$ cat src/assert_macros.svh
// Assertion macros used by the RTL of the scanline decoder.
`ifndef ASSERT_MACROS_SVH
`define ASSERT_MACROS_SVH

// Same-cycle implication, checked on every rising edge outside reset.
`define ASSERT_IMPL(lbl, ante, cons) \
  lbl: assert property (@(posedge clk_i) disable iff (!rst_ni) (ante) |-> (cons)) \
    else $error("assertion failed: same-cycle implication");

// Next-cycle implication, checked on every rising edge outside reset.
`define ASSERT_NEXT(lbl, ante, cons) \
  lbl: assert property (@(posedge clk_i) disable iff (!rst_ni) (ante) |=> (cons)) \
    else $error("assertion failed: next-cycle implication");

`endif

$ cat src/pcx_rle_pkg.sv
// Package with the constants and register indexes of the PCX scanline decoder.
package pcx_rle_pkg;

  localparam int unsigned CFG_IDX_W  = 2;
  localparam int unsigned CFG_DATA_W = 16;
  localparam int unsigned POS_W      = 16;
  localparam int unsigned PLANE_W    = 2;
  localparam int unsigned COUNT_W    = 6;
  localparam int unsigned PIX_W      = 8;
  localparam int unsigned OUT_DATA_W = 48;

  localparam logic [CFG_IDX_W-1:0] REG_IMAGE_WIDTH  = 2'd0;
  localparam logic [CFG_IDX_W-1:0] REG_LINE_LENGTH  = 2'd1;
  localparam logic [CFG_IDX_W-1:0] REG_IMAGE_HEIGHT = 2'd2;
  localparam logic [CFG_IDX_W-1:0] REG_THREE_PLANES = 2'd3;

  localparam logic [PIX_W-1:0]   RUN_MARK       = 8'hC0;
  localparam logic [COUNT_W-1:0] RUN_COUNT_MASK = 6'h3F;

  typedef struct packed {
    logic [POS_W-1:0]   column;
    logic [POS_W-1:0]   row;
    logic [PLANE_W-1:0] channel;
    logic [PIX_W-1:0]   pixel_value;
  } sample_t;

endpackage

$ cat src/pcx_rle_scanline_decoder.sv
// Top level of the PCX run-length scanline decoder for 8-bit one- or three-plane images.
//
// Usage: coded image bytes enter on the slave stream (s_axis_*), one item per byte.
// Decoded pixels leave on the master stream (m_axis_*), one item per visible sample,
// carrying column, row, plane and value; tlast marks the final pixel caused by a byte.
// User sets the image geometry via the write port (cfg_*) only while idle; not enforced.
//
// Sequence: a run header only loads the pending count. A literal or a run data byte is
// taken, then one shared position unit (incrementer and wrap compares over column, plane
// and row) steps once per sample; once the count runs out, a flush step sends any held
// sample out marked last. The input is not ready from a literal or data byte until that
// flush is done. Each visible sample waits in the held register until the next visible
// sample or the flush shows whether it is last, and then passes to the output stage.
//
// Stalls: a registered output stage holds one pixel; while the receiver stalls and that
// stage is full, the sequencer waits on the next visible sample and nothing is lost.
// Reset: the position, run state and image-done flag clear, the registers return to
// width, line length and height of one with a single plane, and both streams go idle.
// After the last row every further byte is accepted and ignored until reset.
module pcx_rle_scanline_decoder
  import pcx_rle_pkg::*;
(
  input  logic                  clk_i,
  input  logic                  rst_ni,
  // Configuration write port.
  input  logic                  cfg_we_i,
  input  logic [CFG_IDX_W-1:0]  cfg_idx_i,
  input  logic [CFG_DATA_W-1:0] cfg_data_i,
  // Coded byte input.
  input  logic                  s_axis_tvalid_i,
  output logic                  s_axis_tready_o,
  input  logic [PIX_W-1:0]      s_axis_tdata_i,  // [7:0] code_byte
  // Decoded pixel output.
  output logic                  m_axis_tvalid_o,
  input  logic                  m_axis_tready_i,
  output logic [OUT_DATA_W-1:0] m_axis_tdata_o,  // [15:0] column, [31:16] row,
                                                 // [33:32] channel, [41:34] pixel_value,
                                                 // [47:42] zero
  output logic                  m_axis_tlast_o   // last
);

  `include "assert_macros.svh"

  typedef enum logic [1:0] {
    ST_IDLE,
    ST_RUN,
    ST_FLUSH
  } state_e;

  // Configuration registers.
  logic [POS_W-1:0] width_q, length_q, height_q;
  logic             three_q;

  // Sequencer and position state.
  state_e             state_q, state_d;
  logic [POS_W-1:0]   col_q, col_d;
  logic [POS_W-1:0]   row_q, row_d;
  logic [PLANE_W-1:0] plane_q, plane_d;
  logic               await_q, await_d;
  logic [COUNT_W-1:0] pend_q, pend_d;
  logic               done_q, done_d;
  logic [COUNT_W-1:0] cnt_q, cnt_d;
  logic [PIX_W-1:0]   val_q, val_d;

  // Held-back sample and output stage.
  sample_t held_q, held_d;
  logic    held_v_q, held_v_d;
  sample_t out_q, out_d;
  logic    out_v_q, out_v_d;
  logic    out_last_q, out_last_d;

  // Shared position unit.
  logic [POS_W:0]     len_x, hgt_x;
  logic [PLANE_W:0]   planes_x;
  logic               col_wrap, plane_wrap, row_wrap;
  logic               visible, out_free, in_acc, step;
  sample_t            cur;

  assign len_x    = (length_q == '0) ? {1'b1, {POS_W{1'b0}}} : {1'b0, length_q};
  assign hgt_x    = (height_q == '0) ? {1'b1, {POS_W{1'b0}}} : {1'b0, height_q};
  assign planes_x = three_q ? 3'd3 : 3'd1;

  assign col_wrap   = ({1'b0, col_q} + 1'b1) >= len_x;
  assign plane_wrap = ({1'b0, plane_q} + 1'b1) >= planes_x;
  assign row_wrap   = ({1'b0, row_q} + 1'b1) >= hgt_x;
  assign visible    = col_q < width_q;

  assign cur = '{column: col_q, row: row_q, channel: plane_q, pixel_value: val_q};

  assign out_free        = !out_v_q || m_axis_tready_i;
  assign s_axis_tready_o = (state_q == ST_IDLE);
  assign in_acc          = s_axis_tvalid_i && s_axis_tready_o;

  // A sample may step unless it is visible and would need to push the held one out
  // into a full output stage.
  assign step = (state_q == ST_RUN) && !done_q && (cnt_q != '0)
             && !(visible && held_v_q && !out_free);

  always_comb begin
    state_d    = state_q;
    col_d      = col_q;
    row_d      = row_q;
    plane_d    = plane_q;
    await_d    = await_q;
    pend_d     = pend_q;
    done_d     = done_q;
    cnt_d      = cnt_q;
    val_d      = val_q;
    held_d     = held_q;
    held_v_d   = held_v_q;
    out_d      = out_q;
    out_last_d = out_last_q;
    out_v_d    = out_v_q && !m_axis_tready_i;

    unique case (state_q)
      ST_IDLE: begin
        if (in_acc && !done_q) begin
          val_d = s_axis_tdata_i;
          priority if (await_q) begin
            await_d = 1'b0;
            cnt_d   = pend_q;
            pend_d  = '0;
            state_d = ST_RUN;
          end else if ((s_axis_tdata_i & RUN_MARK) == RUN_MARK) begin
            pend_d  = s_axis_tdata_i[COUNT_W-1:0] & RUN_COUNT_MASK;
            await_d = 1'b1;
          end else begin
            cnt_d   = COUNT_W'(1);
            state_d = ST_RUN;
          end
        end
      end
      ST_RUN: begin
        if (done_q || cnt_q == '0) begin
          state_d = ST_FLUSH;
        end else if (step) begin
          if (visible) begin
            if (held_v_q) begin
              out_d      = held_q;
              out_last_d = 1'b0;
              out_v_d    = 1'b1;
            end
            held_d   = cur;
            held_v_d = 1'b1;
          end
          cnt_d = cnt_q - 1'b1;
          if (col_wrap) begin
            col_d = '0;
            if (plane_wrap) begin
              plane_d = '0;
              if (row_wrap) begin
                row_d  = '0;
                done_d = 1'b1;
              end else begin
                row_d = row_q + 1'b1;
              end
            end else begin
              plane_d = plane_q + 1'b1;
            end
          end else begin
            col_d = col_q + 1'b1;
          end
        end
      end
      ST_FLUSH: begin
        if (!held_v_q) begin
          state_d = ST_IDLE;
        end else if (out_free) begin
          out_d      = held_q;
          out_last_d = 1'b1;
          out_v_d    = 1'b1;
          held_v_d   = 1'b0;
          state_d    = ST_IDLE;
        end
      end
      default: state_d = ST_IDLE;
    endcase
  end

  always_ff @(posedge clk_i or negedge rst_ni) begin
    if (!rst_ni) begin
      state_q  <= ST_IDLE;
      col_q    <= '0;
      row_q    <= '0;
      plane_q  <= '0;
      await_q  <= 1'b0;
      pend_q   <= '0;
      done_q   <= 1'b0;
      cnt_q    <= '0;
      held_v_q <= 1'b0;
      out_v_q  <= 1'b0;
      width_q  <= POS_W'(1);
      length_q <= POS_W'(1);
      height_q <= POS_W'(1);
      three_q  <= 1'b0;
    end else begin
      state_q  <= state_d;
      col_q    <= col_d;
      row_q    <= row_d;
      plane_q  <= plane_d;
      await_q  <= await_d;
      pend_q   <= pend_d;
      done_q   <= done_d;
      cnt_q    <= cnt_d;
      held_v_q <= held_v_d;
      out_v_q  <= out_v_d;
      if (cfg_we_i) begin
        unique case (cfg_idx_i)
          REG_IMAGE_WIDTH:  width_q  <= cfg_data_i;
          REG_LINE_LENGTH:  length_q <= cfg_data_i;
          REG_IMAGE_HEIGHT: height_q <= cfg_data_i;
          REG_THREE_PLANES: three_q  <= cfg_data_i[0];
          default: ;
        endcase
      end
    end
  end

  // Payload registers carry no reset.
  always_ff @(posedge clk_i) begin
    val_q      <= val_d;
    held_q     <= held_d;
    out_q      <= out_d;
    out_last_q <= out_last_d;
  end

  assign m_axis_tvalid_o = out_v_q;
  assign m_axis_tlast_o  = out_last_q;
  assign m_axis_tdata_o  = {{(OUT_DATA_W - 2*POS_W - PLANE_W - PIX_W){1'b0}},
                            out_q.pixel_value, out_q.channel, out_q.row, out_q.column};

  // The input is only taken once the previous byte has flushed its held sample.
  `ASSERT_IMPL(a_ready_no_held, s_axis_tready_o, !held_v_q)
  // An exhausted run always moves on to the flush step.
  `ASSERT_NEXT(a_run_ends, (state_q == ST_RUN) && (cnt_q == '0), state_q == ST_FLUSH)
  // A stalled full output stage is never overwritten by a step.
  `ASSERT_IMPL(a_no_overrun, step && visible && held_v_q, out_free)

endmodule
$ cat config.mk
export PLATFORM = sky130hd
export DESIGN_NAME = pcx_rle_scanline_decoder
export DESIGN_NICKNAME = d
export VERILOG_FILES = /design/src/pcx_rle_pkg.sv /design/src/pcx_rle_scanline_decoder.sv
export VERILOG_INCLUDE_DIRS = /design/src /design/src/src
export SDC_FILE = /design/constraint.sdc
export NUM_CORES = 1
export LEC_CHECK = 0
export ABC_AREA = 0
export ABC_CLOCK_PERIOD_IN_PS = 5200
export BUFFER_PORTS_ARGS = -buffer_cell sky130_fd_sc_hd__buf_2
export CAP_MARGIN = 30
export CORE_MARGIN = 2
export CORE_UTILIZATION = 49
export CTS_CLUSTER_DIAMETER = 60
export CTS_CLUSTER_SIZE = 12
export DETAILED_ROUTE_END_ITERATION = 10
export PLACE_DENSITY = 0.68
export SKIP_LAST_GASP = 1
export SLEW_MARGIN = 20
export SYNTH_ARGS = -nofsm -noshare
export SYNTH_HDL_FRONTEND = slang
export SYNTH_SLANG_ARGS = --single-unit
$ cat constraint.sdc
create_clock -name clk_i -period 5.2 [get_ports clk_i]
set_clock_uncertainty 0.2 [all_clocks]
set_input_delay 1.04 -clock clk_i [delete_from_list [all_inputs] [get_ports clk_i]]
set_output_delay 1.04 -clock clk_i [all_outputs]
set_load 0.02 [all_outputs]
==> impl_results.md <==
- Lkg Pwr: around 4.5 nW
- Die height: ~140 µm
- Worst setup path category: reg2reg
- Minimum clock period: 4.08 ns
- Root buffer cell: clkbuf_16
- Initial antenna violation count: 0
- HP Start: held_q[14]
- Unrepaired setup endpoints after global routing: no
- Buffers on Ports: between 70 and 80
- Dpl ws: roughly 1.2 ns
- CP cell instances: ha_1, and3_1, nand3_1, nor2_1, xor2_1, ha_1, a21oi_1, o21ai_1, a2111oi_2, a211oi_2, or2_4, nor2_1, mux2_2
- Worst min path class: reg2reg
- Sink Count: ~190
- Finished Layout Cells: 1,064
- Critical path's top delay family: simple AND/OR/NAND/NOR gates
- Area delta synth->final: 14.0%
- Routed wire per std cell: roughly 18 µm
- Final wirelength: 19,000 µm
- Data arrival, critical path: 4.25 ns
- Worst path required time: between 5 and 6 ns
- Worst path slowest cell: nor2_1
- Final setup vio count: 0
- Cells after synthesis: ~740
- Dpl cells: just over 1,000
- R2R depth: 13
- Post-CTS sizing: 0
- VDD IR max: about 260 µV
- H-tree lvl count: 4
- Crit. End Element: flip-flop
- Core region area: around 18,000 µm²
- Asr flop ratio synth: between 50% and 60%
- # Post-CTS Setup Buffers: 0
- FF-to-FF End: col_q[0]
- Largest net degree at the start of global routing: 56
- Die area: 19,700 µm²
- TritonCTS clock tree: yes
- Initial core utilization: between 50% and 60%
- Clk buf depth: 2
- Share of cells above drive strength 1: between 20% and 30%
- Die Wd: 140 µm
- Clock transition at path regs: 0.07 ns
- Slew Viols, Final: 0
- Final WS setup: 1.12 ns
- CTS Buf Count: 17
- Post-synth EDFFs: 93
- PwrDens: ~340 nW/µm²
- Register area: ~5300 µm²
- Clock Latency Late Sink: 0.43 ns
- Top post-synthesis cells by area: edfxtp_1 (31%), dfrtp_1 (27%), ha_1 (7.8%)
- Area occupied by multi-input gates: between 3000 and 4000 µm²
- Status: finished clean
- CP Max Fanout: 13
- Vias in the first global route: around 6,100
- FF+latch count, synth: between 150 and 200
- Predominant post-synthesis flop cell: dfrtp_1
- Post-synth top area share: between 30 and 40%
- Tcrit/Tclk final: between 70% and 80%
- First-pass GRT wire length: between 30,000 and 40,000 µm
- Fmax: 245 MHz
- Post-synthesis sequential area ratio: 58.6%
- IO Count: between 80 and 90
- Top post-synthesis cells by count: dfrtp_1 (98), edfxtp_1 (93), inv_1 (65)
- Cell Rows: 49
- Number of routed nets with antenna violations: 0
- Worst r2r src: col_q[0]
- Sum of buffers and inverters on the critical path: 0
- Mean Syn Cell Area: 12.2 µm²
- Ant diodes: 0
- GRT overflow: 0
- Worst hold path endpoint: m_axis_tdata_o[20]
- CP Launch Type: flip-flop
- Min-Delay Path Depth: 0
- Filler Cell Count: ~1,500
- Cts hold-fix bufs: 0
- Tightest Pin Transition: 0.907 ns
- Setup TNS: 0 ns
- R2R Setup Slk: approximately 1.1 ns
- Post-synthesis cell type count: 64
- DP Wirelength: roughly 14,000 µm
- Synth warnings: 0
- Max stage delay on crit path: just under 0.6 ns
- Synth area leader: edfxtp_1
- MaxCap Viol Count: 0
- Via count: roughly 6,000
- Cell with the most instances after synthesis: dfrtp_1
- GR Util All Layers: between 20% and 30%
- Remaining DRCs: 0
- First-iteration detailed-routing DRC count: ~540
- Mapped Area: just over 9000 µm²
- Max-Slew Margin vs Limit: 39.0%
- Fin nets: between 900 and 1,000
- Final hold violation count: 0
- Placer congestion estimate: 0.887
- Initial DRT Pass Iterations: 5
- Vias per inst: 5.63
## cells in the final DEF, fill, tap and decap left out, types with 4 or more instances in the layout
cell        n
inv_6       4
o21ai_1    17
a21o_1      4
buf_2      74
inv_1      65
xor2_1     14
nand2b_1   11
nand2_1    51
a22o_1     14
a22oi_1     6
nand4_1    10
nor4_1     10
buf_4       5
edfxtp_1   93
xnor2_1    14
mux2_2     37
nand3b_1    4
nand3_1    24
and3_1     10
nor2_1     22
conb_1      6
ha_1       57
a21oi_1    26
o2111ai_1   4
clkbuf_16  17
dfrtp_1    98
nor3_1      8
o21ai_0    50
bufinv_16   6
nor2b_1     9
## state kept, by name (all words and copies together), names as in the netlist
| signal | cells |
|---|---|
| done_q | 1 |
| val_q | 8 |
| plane_q | 2 |
| await_q | 1 |
| width_q | 16 |
| held_q | 42 |
| height_q | 16 |
| pend_q | 6 |
| m_axis_tdata_o | 42 |
| held_v_q | 1 |
| row_q | 16 |
| three_q | 1 |
| m_axis_tvalid_o | 1 |
| state_q | 2 |
| m_axis_tlast_o | 1 |
| cnt_q | 6 |
| col_q | 16 |
| length_q | 16 |
## cells by family after synthesis
logic type	synth area share (%)
XOR/XNOR	2.70
other	0.0412
flip-flops	58.6
AND/OR/NAND/NOR	10.5
multiplexers	4.58
AO/OA/AOI/OAI	11.2
buffers and inverters	4.32
adder cells (fa/ha/maj)	8.06
## layer usage
layer  wire (µm)  up-vias  part of all wire, %  global-route usage, %
met5           0        -                    0                      0
met3         842       23                  4.4                   2.91
met2        9240      168                   49                   33.2
met4         312        0                  1.6                   7.60
li1            -     2844                    -                      -
met1        8640     2951                   45                   28.1
## stage by stage
| step | cell area, µm² | hold WS (ns) | utilization, % | total power, mW |
|---|---|---|---|---|
| 2_1_floorplan | 9110 | 0.200 | - | 1.93 |
| 3_3_place_gp | 9670 | 0.201 | 53.5 | 2.01 |
| 3_5_place_dp | 9690 | 0.205 | 53.6 | 2.03 |
| 4_1_cts | 10400 | 0.221 | 57.3 | 3.51 |
| 5_1_grt | 10400 | 0.225 | 57.3 | 3.62 |
| 6_report | 10400 | 0.219 | 57.3 | 3.49 |
## worst max-delay path by stage
stage / startpoint / end / cells past startpoint
2_1_floorplan: col_q[7] / held_q[0] / 6
3_3_place_gp: col_q[0] / col_q[0] / 13
3_5_place_dp: col_q[0] / col_q[0] / 13
4_1_cts: col_q[0] / col_q[0] / 13
5_1_grt: col_q[1] / col_q[0] / 13
6_report: col_q[0] / col_q[0] / 13
## power breakdown
group / total [mW] / switching, mW / internal, mW
clock: 1.49 / 0.583 / 0.909
sequential: 1.72 / 0.0499 / 1.67
combinational: 0.280 / 0.164 / 0.116
## cell type report
cell class              instances  share of cell area [%]
clock buffers                  17                    4.10
clock inverters                15                    2.41
inverters                      65                    2.35
multi-input cells             464                    32.9
flip-flops and latches        194                    51.4
well taps                     229                    2.76
repair buffers                 80                    4.13
No activity file was read; power rests on OpenSTA's default activity.
